<file path="src/hdl/exlex_pkg.sv">
// Shared types, token and mode codes and character classes for the expression lexer.
package exlex_pkg;

   localparam int POS_WIDTH_DEFAULT = 16;
   localparam int OUT_W             = 16;
   localparam int FIFO_DEPTH        = 4;

   // Lexer modes
   localparam logic [2:0] MODE_IDLE  = 3'd0;
   localparam logic [2:0] MODE_INT   = 3'd1;
   localparam logic [2:0] MODE_FLOAT = 3'd2;
   localparam logic [2:0] MODE_SYM   = 3'd3;
   localparam logic [2:0] MODE_EQ    = 3'd4;

   // Token kinds
   localparam logic [3:0] KIND_INT    = 4'd0;
   localparam logic [3:0] KIND_FLOAT  = 4'd1;
   localparam logic [3:0] KIND_PLUS   = 4'd2;
   localparam logic [3:0] KIND_MINUS  = 4'd3;
   localparam logic [3:0] KIND_LPAR   = 4'd4;
   localparam logic [3:0] KIND_RPAR   = 4'd5;
   localparam logic [3:0] KIND_MULT   = 4'd6;
   localparam logic [3:0] KIND_DIV    = 4'd7;
   localparam logic [3:0] KIND_EXP    = 4'd8;
   localparam logic [3:0] KIND_MOD    = 4'd9;
   localparam logic [3:0] KIND_EQ     = 4'd10;
   localparam logic [3:0] KIND_ASSIGN = 4'd11;
   localparam logic [3:0] KIND_SYM    = 4'd12;
   localparam logic [3:0] KIND_COMMA  = 4'd13;
   localparam logic [3:0] KIND_ERR    = 4'd14;
   localparam logic [3:0] KIND_END    = 4'd15;

   // Characters
   localparam logic [7:0] CH_SPACE = 8'h20;
   localparam logic [7:0] CH_DOT   = 8'h2E;
   localparam logic [7:0] CH_EQUAL = 8'h3D;
   localparam logic [7:0] CH_PLUS  = 8'h2B;
   localparam logic [7:0] CH_MINUS = 8'h2D;
   localparam logic [7:0] CH_STAR  = 8'h2A;
   localparam logic [7:0] CH_SLASH = 8'h2F;
   localparam logic [7:0] CH_CARET = 8'h5E;
   localparam logic [7:0] CH_PCENT = 8'h25;
   localparam logic [7:0] CH_LPAR  = 8'h28;
   localparam logic [7:0] CH_RPAR  = 8'h29;
   localparam logic [7:0] CH_COMMA = 8'h2C;

   typedef struct packed {
      logic [7:0] ch;
      logic       end_of_text;
   } req_type;

   typedef struct packed {
      logic [3:0]       token_kind;
      logic [OUT_W-1:0] token_start;
      logic [OUT_W-1:0] token_length;
      logic             last_of_run;
   } rsp_type;

   // Results of one request, pushed into the result buffer together
   typedef struct packed {
      logic [1:0] count;
      rsp_type    first;
      rsp_type    second;
   } push_type;

   function automatic logic char_digit(input logic [7:0] c);
      return c inside {[8'h30:8'h39]};
   endfunction

   function automatic logic char_letter(input logic [7:0] c);
      return c inside {[8'h41:8'h5A], [8'h61:8'h7A]};
   endfunction

   function automatic logic [3:0] op_kind(input logic [7:0] c);
      logic [3:0] k;
      case (c)
         CH_PLUS:  k = KIND_PLUS;
         CH_MINUS: k = KIND_MINUS;
         CH_STAR:  k = KIND_MULT;
         CH_SLASH: k = KIND_DIV;
         CH_CARET: k = KIND_EXP;
         CH_PCENT: k = KIND_MOD;
         CH_LPAR:  k = KIND_LPAR;
         CH_RPAR:  k = KIND_RPAR;
         CH_COMMA: k = KIND_COMMA;
         default:  k = KIND_ERR;
      endcase
      return k;
   endfunction

endpackage

</file>
<file path="src/hdl/exlex_step.sv">
// Next-state and token logic for one character or end-of-text request.
module exlex_step #(
   parameter int POS_WIDTH = exlex_pkg::POS_WIDTH_DEFAULT
) (
   input  exlex_pkg::req_type    req,
   input  logic [2:0]            mode,
   input  logic [POS_WIDTH-1:0]  start_pos,
   input  logic [POS_WIDTH-1:0]  cur_pos,
   output logic [2:0]            mode_next,
   output logic [POS_WIDTH-1:0]  start_next,
   output logic [POS_WIDTH-1:0]  cur_next,
   output exlex_pkg::push_type   push
);
   import exlex_pkg::*;

   logic [2:0]           mode_v;
   logic                 consumed;
   logic                 a_valid;
   logic [3:0]           a_kind;
   logic [POS_WIDTH-1:0] a_start;
   logic [POS_WIDTH-1:0] a_len;
   logic                 b_valid;
   logic [3:0]           b_kind;
   logic [POS_WIDTH-1:0] b_start;
   logic [POS_WIDTH-1:0] b_len;
   logic [OUT_W-1:0]     a_start_o;
   logic [OUT_W-1:0]     a_len_o;
   logic [OUT_W-1:0]     b_start_o;
   logic [OUT_W-1:0]     b_len_o;
   rsp_type              a_rsp;
   rsp_type              b_rsp;

   always_comb begin
      mode_v     = (mode > MODE_EQ) ? MODE_IDLE : mode;
      consumed   = 1'b0;
      a_valid    = 1'b0;
      a_kind     = KIND_INT;
      a_start    = start_pos;
      a_len      = cur_pos - start_pos;
      b_valid    = 1'b0;
      b_kind     = KIND_ERR;
      b_start    = cur_pos;
      b_len      = POS_WIDTH'(1);
      mode_next  = mode_v;
      start_next = start_pos;
      cur_next   = (&cur_pos) ? cur_pos : cur_pos + 1'b1;

      // kind of the pending token if it is flushed
      case (mode_v)
         MODE_FLOAT: a_kind = KIND_FLOAT;
         MODE_SYM:   a_kind = KIND_SYM;
         MODE_EQ: begin
            a_kind = KIND_ASSIGN;
            a_len  = POS_WIDTH'(1);
         end
         default:    a_kind = KIND_INT;
      endcase

      if (req.end_of_text) begin
         a_valid    = (mode_v != MODE_IDLE);
         b_valid    = 1'b1;
         b_kind     = KIND_END;
         b_len      = '0;
         mode_next  = MODE_IDLE;
         start_next = '0;
         cur_next   = '0;
      end else begin
         case (mode_v)
            MODE_INT: begin
               if (char_digit(req.ch)) begin
                  consumed = 1'b1;
               end else if (req.ch == CH_DOT) begin
                  consumed  = 1'b1;
                  mode_next = MODE_FLOAT;
               end
            end
            MODE_FLOAT: consumed = char_digit(req.ch);
            MODE_SYM:   consumed = char_letter(req.ch);
            MODE_EQ: begin
               if (req.ch == CH_EQUAL) begin
                  consumed  = 1'b1;
                  a_valid   = 1'b1;
                  a_kind    = KIND_EQ;
                  a_len     = POS_WIDTH'(2);
                  mode_next = MODE_IDLE;
               end
            end
            default: consumed = 1'b0;
         endcase

         if (!consumed) begin
            // flush the pending token, then lex the character from idle
            a_valid   = (mode_v != MODE_IDLE);
            mode_next = MODE_IDLE;
            if (req.ch == CH_SPACE) begin
               b_valid = 1'b0;
            end else if (char_digit(req.ch)) begin
               mode_next  = MODE_INT;
               start_next = cur_pos;
            end else if (char_letter(req.ch)) begin
               mode_next  = MODE_SYM;
               start_next = cur_pos;
            end else if (req.ch == CH_EQUAL) begin
               mode_next  = MODE_EQ;
               start_next = cur_pos;
            end else begin
               b_valid = 1'b1;
               b_kind  = op_kind(req.ch);
            end
         end
      end
   end

   // clamp positions and lengths to the result field width
   if (POS_WIDTH > OUT_W) begin : g_sat
      assign a_start_o = (|a_start[POS_WIDTH-1:OUT_W]) ? '1 : a_start[OUT_W-1:0];
      assign a_len_o   = (|a_len[POS_WIDTH-1:OUT_W])   ? '1 : a_len[OUT_W-1:0];
      assign b_start_o = (|b_start[POS_WIDTH-1:OUT_W]) ? '1 : b_start[OUT_W-1:0];
      assign b_len_o   = (|b_len[POS_WIDTH-1:OUT_W])   ? '1 : b_len[OUT_W-1:0];
   end else begin : g_ext
      assign a_start_o = OUT_W'(a_start);
      assign a_len_o   = OUT_W'(a_len);
      assign b_start_o = OUT_W'(b_start);
      assign b_len_o   = OUT_W'(b_len);
   end

   always_comb begin
      a_rsp.token_kind   = a_kind;
      a_rsp.token_start  = a_start_o;
      a_rsp.token_length = a_len_o;
      a_rsp.last_of_run  = !b_valid;
      b_rsp.token_kind   = b_kind;
      b_rsp.token_start  = b_start_o;
      b_rsp.token_length = b_len_o;
      b_rsp.last_of_run  = 1'b1;

      push.count  = {1'b0, a_valid} + {1'b0, b_valid};
      push.first  = a_valid ? a_rsp : b_rsp;
      push.second = b_rsp;
   end

endmodule

</file>
<file path="src/hdl/exlex_out_fifo.sv">
// Result buffer: up to two tokens in a cycle, one out unless stalled.
module exlex_out_fifo (
   input  logic                clock,
   input  logic                reset,
   input  logic                push_en,
   input  exlex_pkg::push_type push,
   output logic                room,
   output logic                rsp_valid,
   input  logic                rsp_stall,
   output exlex_pkg::rsp_type  rsp_payload
);
   import exlex_pkg::*;

   localparam int PTR_W = $clog2(FIFO_DEPTH);
   localparam int CNT_W = $clog2(FIFO_DEPTH + 1);

   rsp_type              mem_ff [FIFO_DEPTH];
   logic [PTR_W-1:0]     wr_ptr_ff;
   logic [PTR_W-1:0]     wr_ptr_in;
   logic [PTR_W-1:0]     rd_ptr_ff;
   logic [PTR_W-1:0]     rd_ptr_in;
   logic [CNT_W-1:0]     count_ff;
   logic [CNT_W-1:0]     count_in;
   logic [1:0]           push_n;
   logic                 pop;

   assign push_n      = push_en ? push.count : 2'd0;
   assign pop         = rsp_valid && !rsp_stall;
   assign rsp_valid   = (count_ff != '0);
   assign rsp_payload = mem_ff[rd_ptr_ff];
   // need space for two tokens before taking a request
   assign room        = (count_ff <= CNT_W'(FIFO_DEPTH - 2));

   always_comb begin
      wr_ptr_in = wr_ptr_ff + PTR_W'(push_n);
      rd_ptr_in = rd_ptr_ff + PTR_W'(pop);
      count_in  = count_ff + CNT_W'(push_n) - CNT_W'(pop);
   end

   always_ff @(posedge clock) begin
      if (push_n != 2'd0) begin
         mem_ff[wr_ptr_ff] <= push.first;
      end
      if (push_n == 2'd2) begin
         mem_ff[wr_ptr_ff + PTR_W'(1)] <= push.second;
      end
   end

   always_ff @(posedge clock) begin
      if (reset) begin
         wr_ptr_ff <= '0;
         rd_ptr_ff <= '0;
         count_ff  <= '0;
      end else begin
         wr_ptr_ff <= wr_ptr_in;
         rd_ptr_ff <= rd_ptr_in;
         count_ff  <= count_in;
      end
   end

endmodule

</file>
<file path="src/hdl/expression_lexer_core.sv">
// A request is accepted, one character per cycle, while the result buffer has room
// for two tokens. Every token reaches rsp through the four-entry result buffer, and
// the single result port drains a request giving two tokens one token at a time.
// Reset (synchronous) puts the lexer in idle with both positions at zero and
// empties the result buffer; no clearing pass is needed.
module expression_lexer_core #(
   parameter int POS_WIDTH = exlex_pkg::POS_WIDTH_DEFAULT
) (
   input  logic               clock,
   input  logic               reset,
   input  logic               req_valid,
   output logic               req_stall,
   input  exlex_pkg::req_type req_payload,
   output logic               rsp_valid,
   input  logic               rsp_stall,
   output exlex_pkg::rsp_type rsp_payload
);
   import exlex_pkg::*;

   logic [2:0]           lex_mode_ff;
   logic [2:0]           lex_mode_in;
   logic [POS_WIDTH-1:0] start_pos_ff;
   logic [POS_WIDTH-1:0] start_pos_in;
   logic [POS_WIDTH-1:0] cur_pos_ff;
   logic [POS_WIDTH-1:0] cur_pos_in;
   push_type             push;
   logic                 room;
   logic                 accept;

   assign req_stall = !room;
   assign accept    = req_valid && room;

   exlex_step #(
      .POS_WIDTH(POS_WIDTH)
   ) u_step (
      .req        (req_payload),
      .mode       (lex_mode_ff),
      .start_pos  (start_pos_ff),
      .cur_pos    (cur_pos_ff),
      .mode_next  (lex_mode_in),
      .start_next (start_pos_in),
      .cur_next   (cur_pos_in),
      .push       (push)
   );

   exlex_out_fifo u_out (
      .clock       (clock),
      .reset       (reset),
      .push_en     (accept),
      .push        (push),
      .room        (room),
      .rsp_valid   (rsp_valid),
      .rsp_stall   (rsp_stall),
      .rsp_payload (rsp_payload)
   );

   always_ff @(posedge clock) begin
      if (reset) begin
         lex_mode_ff  <= MODE_IDLE;
         start_pos_ff <= '0;
         cur_pos_ff   <= '0;
      end else if (accept) begin
         lex_mode_ff  <= lex_mode_in;
         start_pos_ff <= start_pos_in;
         cur_pos_ff   <= cur_pos_in;
      end
   end

endmodule
</file>
<file path="config.mk">
export PLATFORM = sky130hd
export DESIGN_NAME = expression_lexer_core
export DESIGN_NICKNAME = d
export VERILOG_FILES = /design/src/hdl/exlex_pkg.sv /design/src/hdl/exlex_step.sv /design/src/hdl/exlex_out_fifo.sv /design/src/hdl/expression_lexer_core.sv
export SDC_FILE = /design/constraint.sdc
export NUM_CORES = 1
export LEC_CHECK = 0
export BUFFER_PORTS_ARGS = -buffer_cell sky130_fd_sc_hd__buf_2
export CAP_MARGIN = 25
export CORE_UTILIZATION = 45
export CTS_BUF_LIST = sky130_fd_sc_hd__clkbuf_8 sky130_fd_sc_hd__clkbuf_16
export CTS_CLUSTER_DIAMETER = 60
export CTS_CLUSTER_SIZE = 28
export DETAILED_ROUTE_END_ITERATION = 10
export MAX_ROUTING_LAYER = met4
export SLEW_MARGIN = 25
export SYNTH_ARGS = -nofsm -noshare
export SYNTH_HDL_FRONTEND = slang
export SYNTH_HIERARCHICAL = 1
export SYNTH_SLANG_ARGS = --single-unit
export TNS_END_PERCENT = 5
</file>
<file path="constraint.sdc">
create_clock -name clock -period 5.5 [get_ports clock]
set_input_delay 0.55 -clock clock [delete_from_list [all_inputs] [get_ports clock]]
set_output_delay 0.55 -clock clock [all_outputs]
set_load 0.005 [all_outputs]
</file>
==> results of run 1 <==
[through the flow]
stage | instances | util, % | power [mW] | setup slack (ns)
floorplan | 983 | - | 2.39 | 0.999
global route | 1323 | 49.6 | 4.14 | 1.15
global placement | 1291 | 47.2 | 2.67 | 0.734
finish | 1323 | 49.6 | 3.95 | 1.37
CTS | 1323 | 49.6 | 4.01 | 1.12
detailed placement | 1291 | 47.2 | 2.68 | 0.701
[synthesized netlist by cell type (3+ instances only)]
master | instances | area, µm²
ha_1 | 21 | 263
buf_8 | 4 | 60.1
buf_6 | 10 | 113
buf_2 | 29 | 145
nand2b_1 | 9 | 56.3
a21bo_1 | 34 | 340
xor2_1 | 7 | 61.3
xnor2_1 | 14 | 123
a31oi_1 | 6 | 37.5
o21ai_0 | 13 | 65.1
mux2_4 | 8 | 120
dfxtp_1 | 42 | 841
edfxtp_1 | 148 | 4440
or3_1 | 4 | 25.0
mux2i_1 | 19 | 190
o21a_1 | 8 | 60.1
nand4_1 | 7 | 43.8
and2_1 | 5 | 31.3
nor2b_1 | 13 | 81.3
nor2_1 | 66 | 248
nor3b_1 | 5 | 37.5
a21o_1 | 8 | 60.1
a21oi_2 | 34 | 298
clkbuf_1 | 15 | 56.3
nor3_1 | 18 | 90.1
mux4_2 | 37 | 833
nor2_2 | 3 | 18.8
o211ai_1 | 5 | 37.5
nand2_1 | 27 | 101
nand3b_1 | 4 | 30.0
a21oi_1 | 19 | 95.1
inv_1 | 28 | 105
and3_1 | 4 | 25.0
mux2_2 | 157 | 1770
nand3_1 | 45 | 225
buf_4 | 35 | 263
[kinds of logic after synthesis]
kind of cell | after synthesis
simple gates | 231
mux | 222
flops | 190
compound gates | 156
buf+inv | 123
fa+ha+maj | 24
xor+xnor | 21
other cells | 2
[critical path, cell delays in order, from the launching register on]
cell      delay [ns]
dfxtp_1         0.48
nand3b_1        0.39
o311ai_4        0.81
nand2_8         0.25
ha_1            0.42
nand3b_2        0.34
nor2_4          0.40
buf_4           0.39
mux2_2          0.38
[area by class of cell]
| class | instances | area share (%) |
|---|---|---|
| Clock buffer | 17 | 3.29 |
| Clock inverter | 15 | 1.55 |
| Inverter | 29 | 0.842 |
| Multi-Input combinational cell | 670 | 46.7 |
| Sequential cell | 190 | 40.9 |
| Tap cell | 335 | 3.24 |
| Timing Repair Buffer | 67 | 3.39 |
[state kept, by name (all words and copies together), names as in the netlist]
signal           count
start_pos_ff        16
u_out/count_ff       3
u_out/rd_ptr_ff      2
cur_pos_ff          16
u_out/mem_ff       148
u_out/wr_ptr_ff      2
lex_mode_ff          3
[metal layers]
layer	share of wire (%)	routed length [µm]	track usage, %	up-vias
li1	-	-	-	3644
met4	0.88	237	4.30	0
met2	49	13100	34.6	156
met1	47	12500	27.9	3772
met5	0	0	-	-
met3	3.7	989	3.37	18
[where the power goes]
part           switching (mW)  internal, mW  leakage (nW)
sequential              0.104          1.68          1.76
combinational           0.440         0.396          2.49
clock                   0.594         0.735         0.307
total                    1.14          2.82          4.55
[worst max path at each step]
stage / slack [ns] / end / cells after the start / start
finish: 1.37 / u_out/mem_ff[0][16] / 8 / lex_mode_ff[2]
global route: 1.15 / u_out/mem_ff[0][25] / 8 / lex_mode_ff[2]
CTS: 1.12 / u_out/mem_ff[1][26] / 7 / lex_mode_ff[2]
detailed placement: 0.70 / u_out/mem_ff[1][26] / 10 / req_payload[1]
global placement: 0.73 / u_out/mem_ff[1][23] / 10 / req_payload[1]
floorplan: 1.0 / u_out/mem_ff[1][0] / 10 / req_payload[7]
==> results.sh, run 1 <==
export IMPL_status="finished, final reports clean"
export IMPL_crit_fanout=19
export IMPL_hold_slack_ns=0.433
export IMPL_worstSetupStartpointType="flop"
export IMPL_drive_gt1_share_pct=36.8
export IMPL_regArea_um2=5290
export IMPL_place_congestion=0.848
export IMPL_ys_async_sr_fraction_pct=0
export IMPL_clk_path_buf_depth=2
export IMPL_cts_root_buf="clkbuf_16"
export IMPL_synth_area_per_cell_um2=12.4
export IMPL_synthSimpleGateAreaFrac_pct=10.2
export IMPL_p_leak_nw=4.55
export IMPL_synth_area_um2=12000
export IMPL_cts_resized=0
export IMPL_io_buffers=51
export IMPL_final_net_count=1011
export IMPL_via_per_inst=5.74
export IMPL_cp_end_kind="flop"
export IMPL_core_area_um2=26100
export IMPL_worstSkewPairLatency_ns=0.44
export IMPL_grt_max_degree=72
export IMPL_r2r_start="lex_mode_ff[2]"
export IMPL_antenna_found_initial=0
export IMPL_dr_pass1_iters=6
export IMPL_clk_pin_slew_ns=0.08
export IMPL_num_rows=59
export IMPL_wl_per_cell_um=20.3
export IMPL_hold_viol_final=0
export IMPL_finalCriticalPeriod_ns=4.13
export IMPL_synth_compound_area_share_pct=10.8
export IMPL_placed_area_um2=12300
export IMPL_synth_xor_area_share_pct=1.54
export IMPL_required_ns=5.69
export IMPL_drt_initial_drc_count=503
export IMPL_die_h_um=165
export IMPL_mostFrequentLayoutCells="mux2_2 (157), edfxtp_1 (148), nor2_1 (65)"
export IMPL_cts_tree="done"
export IMPL_arrival_ns=4.32
export IMPL_finalSetupViolCount=0
export IMPL_synth_top_family_by_area="multiplexers"
export IMPL_multi_input_area_um2=6040
export IMPL_synthFlopType="edfxtp_1"
export IMPL_rr_endpoint="u_out/mem_ff[0][16]"
export IMPL_dp_hpwl_um=17400
export IMPL_ir_drop_mv=0.209
export IMPL_synth_fa_ha_area_share_pct=2.61
export IMPL_gr_total_overflow=0
export IMPL_min_to="u_out/rd_ptr_ff[0]"
export IMPL_max_cap_viol_count=0
export IMPL_reg2reg_depth=8
export IMPL_whs_path_depth=3
export IMPL_rrSetupSlack_ns=1.37
export IMPL_fmax_mhz=242
export IMPL_hold_class="primary input to flop"
export IMPL_ys_types=83
export IMPL_die_width_um=165
export IMPL_rsz0062_at_grt="no"
export IMPL_synth_seq_cells=190
export IMPL_hold_buffers=0
export IMPL_stdcell_area_um2=12900
export IMPL_power_density_nw_per_um2=306
export IMPL_drv_slew=0
export IMPL_min_from="rsp_stall"
export IMPL_layout_commonest_cell="mux2_2"
export IMPL_post_cts_buffers=0
export IMPL_yosys_warnings=6
export IMPL_numCtsBuffers=17
export IMPL_fillCellCount=2290
export IMPL_critPathKind="flop to flop"
export IMPL_grt_pass1_wl_um=42400
export IMPL_die_area_um2=27300
export IMPL_clock_skew_ns=0.0107
export IMPL_grt_pass1_vias=7561
export IMPL_antenna_cells=0
export IMPL_ant_nets=0
export IMPL_worst_pin_slew_ns=0.896
export IMPL_cts_sinks=190
export IMPL_initial_utilization_pct=46.0
export IMPL_track_usage_pct=21.2
export IMPL_seq_area_frac_synth_pct=44.1
export IMPL_synth_mux_area_share_pct=24.4
export IMPL_timing_final_crit_share_pct=75.1
export IMPL_via_count=7590
export IMPL_io_pins=52
export IMPL_tns_ns=0
export IMPL_h_tree_depth=4
export IMPL_slew_limit_headroom_pct=40.2
export IMPL_drc_errors=0
export IMPL_routed_wirelength_um=26800
export IMPL_synth_edff_count=148
export IMPL_area_growth_syn_to_layout_pct=7.86
export IMPL_syn_inst=969
Power figures use the tool's default switching activity.
==> inputs of run 2 (changes only) <==
--- a/config.mk
+++ b/config.mk
@@ -5,6 +5,7 @@
 export SDC_FILE = /design/constraint.sdc
 export NUM_CORES = 1
 export LEC_CHECK = 0
+export ABC_AREA = 1
 export BUFFER_PORTS_ARGS = -buffer_cell sky130_fd_sc_hd__buf_2
 export CAP_MARGIN = 25
 export CORE_UTILIZATION = 45
==> constraint.sdc (replaced) <==
create_clock -name clock -period 4 [get_ports clock]
set_input_delay 0.4 -clock clock [delete_from_list [all_inputs] [get_ports clock]]
set_output_delay 0.4 -clock clock [all_outputs]
set_load 0.005 [all_outputs]
==> run 2 against run 1 <==
Against the previous run:
- via count up 30%
- non-clock buffer count rose by 6
- hold slack got worse by 0.22 ns
- critical path depth rose by 4
- global-route usage increased by 2.5 points
- cell area decreased by 1.8%
- combinational power grew to 4.3 times the previous value
- highest routed layer unchanged
==> results.sh, run 2 <==
export IMPL_required_ns=4.29
export IMPL_status="finished, final reports clean"
export IMPL_worstSkewPairLatency_ns=0.44
export IMPL_seq_area_frac_synth_pct=44.4
export IMPL_routed_wirelength_um=30200
export IMPL_grt_max_degree=77
export IMPL_synth_edff_count=148
export IMPL_die_area_um2=27100
export IMPL_cp_end_kind="flop"
export IMPL_syn_inst=1558
export IMPL_dp_hpwl_um=19500
export IMPL_final_net_count=1586
export IMPL_wl_per_cell_um=15.9
export IMPL_worstSetupStartpointType="flop"
export IMPL_dr_pass1_iters=5
export IMPL_ys_async_sr_fraction_pct=0
export IMPL_largest_reg_flops=148
export IMPL_synth_area_um2=11900
export IMPL_regMostFlops="u_out/mem_ff"
export IMPL_post_cts_buffers=0
export IMPL_ys_types=42
export IMPL_grt_pass1_vias=8940
export IMPL_ant_nets=0
export IMPL_die_h_um=165
export IMPL_p_leak_nw=5.31
export IMPL_finalSetupViolCount=0
export IMPL_grt_pass1_wl_um=47400
export IMPL_io_pins=52
export IMPL_fmax_mhz=321
export IMPL_worst_pin_slew_ns=0.871
export IMPL_antenna_found_initial=0
export IMPL_mostFrequentLayoutCells="nand2_1 (393), nor2_1 (239), edfxtp_1 (148)"
export IMPL_synth_area_per_cell_um2=7.63
export IMPL_area_growth_syn_to_layout_pct=6.72
export IMPL_clk_pin_slew_ns=0.08
export IMPL_final_cells=1898
export IMPL_clk_path_buf_depth=2
export IMPL_antenna_cells=0
export IMPL_hold_viol_final=0
export IMPL_timing_final_crit_share_pct=77.8
export IMPL_initial_utilization_pct=45.8
export IMPL_pre_cts_ws_ns=0.772
export IMPL_ir_drop_mv=0.277
export IMPL_finalCriticalPeriod_ns=3.11
export IMPL_synthFlopType="edfxtp_1"
export IMPL_h_tree_depth=4
export IMPL_yosysMostFrequentCell="nand2_1"
export IMPL_num_rows=59
export IMPL_clock_skew_ns=0.00894
export IMPL_layout_commonest_cell="nand2_1"
export IMPL_via_count=9895
export IMPL_rrSetupSlack_ns=0.89
export IMPL_drc_errors=0
export IMPL_gr_total_overflow=0
export IMPL_arrival_ns=3.40
export IMPL_timing_final_ws_setup_ns=0.886
export IMPL_synth_seq_cells=190
export IMPL_hold_buffers=0
export IMPL_post_synth_top_area_cell="edfxtp_1"
export IMPL_synth_area_top_cells="edfxtp_1 (37%), nand2_1 (13%), nor2_1 (7.5%), dfxtp_1 (7.1%), o21ai_0 (5.8%)"
export IMPL_core_area_um2=26000
export IMPL_slew_limit_headroom_pct=41.9
export IMPL_synth_cells_most_frequent="nand2_1 (397), nor2_1 (239), edfxtp_1 (148)"
export IMPL_hold_class="primary input to flop"
export IMPL_critPathKind="flop to flop"
export IMPL_regArea_um2=5290
export IMPL_track_usage_pct=23.7
export IMPL_rsz0062_at_grt="no"
export IMPL_drive_gt1_share_pct=10.1
export IMPL_power_density_nw_per_um2=657
export IMPL_multi_input_area_um2=5310
export IMPL_hold_slack_ns=0.217
export IMPL_max_cap_viol_count=0
export IMPL_top_regs="u_out/mem_ff x148, cur_pos_ff x16, start_pos_ff x16"
export IMPL_yosys_warnings=6
export IMPL_dp_cells=1866
export IMPL_fillCellCount=2564
export IMPL_drv_slew=0
export IMPL_cts_resized=0
export IMPL_crit_fanout=10
export IMPL_cts_tree="done"
export IMPL_place_congestion=0.953
export IMPL_netlist_area_leader_share_pct=37.4
export IMPL_numCtsBuffers=17
export IMPL_die_width_um=165
export IMPL_cts_sinks=190
export IMPL_cts_root_buf="clkbuf_16"
export IMPL_via_per_inst=5.21
export IMPL_drt_initial_drc_count=823
export IMPL_tns_ns=0
export IMPL_io_buffers=51
-- run 2: where the power goes --
group	switching [mW]	internal, mW
Combinational	2.37	1.27
Clock	0.852	0.843
Sequential	0.215	2.79
Total	3.43	4.90
-- run 2: logic make-up (layout without fill, tap and decap cells) --
family | after synthesis | after routing | share of synthesized area, %
buffers and inverters | 265 | 256 | 11.4
AO/OA/AOI/OAI | 324 | 324 | 15.0
flip-flops | 190 | 190 | 44.4
other | 2 | 16 | 0.0631
XOR/XNOR | 24 | 24 | 1.77
AND/OR/NAND/NOR | 730 | 730 | 24.8
adder cells (fa/ha/maj) | 23 | 23 | 2.55
-- run 2: final timing paths --
path                           from                  end  cells after the start
setup / recovery      cur_pos_ff[0]  u_out/mem_ff[1][15]                     12
hold / removal                reset    u_out/count_ff[0]                      2
setup reg to reg      cur_pos_ff[0]  u_out/mem_ff[1][15]                     12
hold reg to reg   u_out/count_ff[2]    u_out/count_ff[2]                      2
-- run 2: metal layers --
metal	vias to the layer above	share of wire (%)	GRT usage [%]
met5	-	0	-
met1	4606	45	30.3
met4	0	0.66	4.34
li1	5058	-	-
met2	213	49	40.5
met3	18	4.9	3.01
-- run 2: stage by stage --
step / utilization (%) / instance area (µm²) / power [mW]
global route: 48.8 / 12700 / 8.97
floorplan: - / 11900 / 5.64
finish: 48.8 / 12700 / 8.33
detailed placement: 46.5 / 12100 / 6.67
CTS: 48.8 / 12700 / 8.37
global placement: 46.5 / 12100 / 6.62
-- run 2: worst max-delay path, cell delays in order (launching register included) --
cell	delay (ns)
dfxtp_1	0.57
inv_1	0.15
ha_1	0.23
fa_1	0.42
o21ai_0	0.57
nand2_1	0.10
nand2_1	0.15
nand3_1	0.11
nand3_1	0.09
nand3_1	0.08
nor2_1	0.28
nand2_1	0.10
o21ai_1	0.11
-- run 2: layout make-up --
type	count	area share, %
multi-input combinational	1117	41.9
sequential	190	41.7
inverter	151	4.48
timing repair buffer	73	4.00
clock buffer	17	3.35
tap	335	3.30
clock inverter	15	1.35
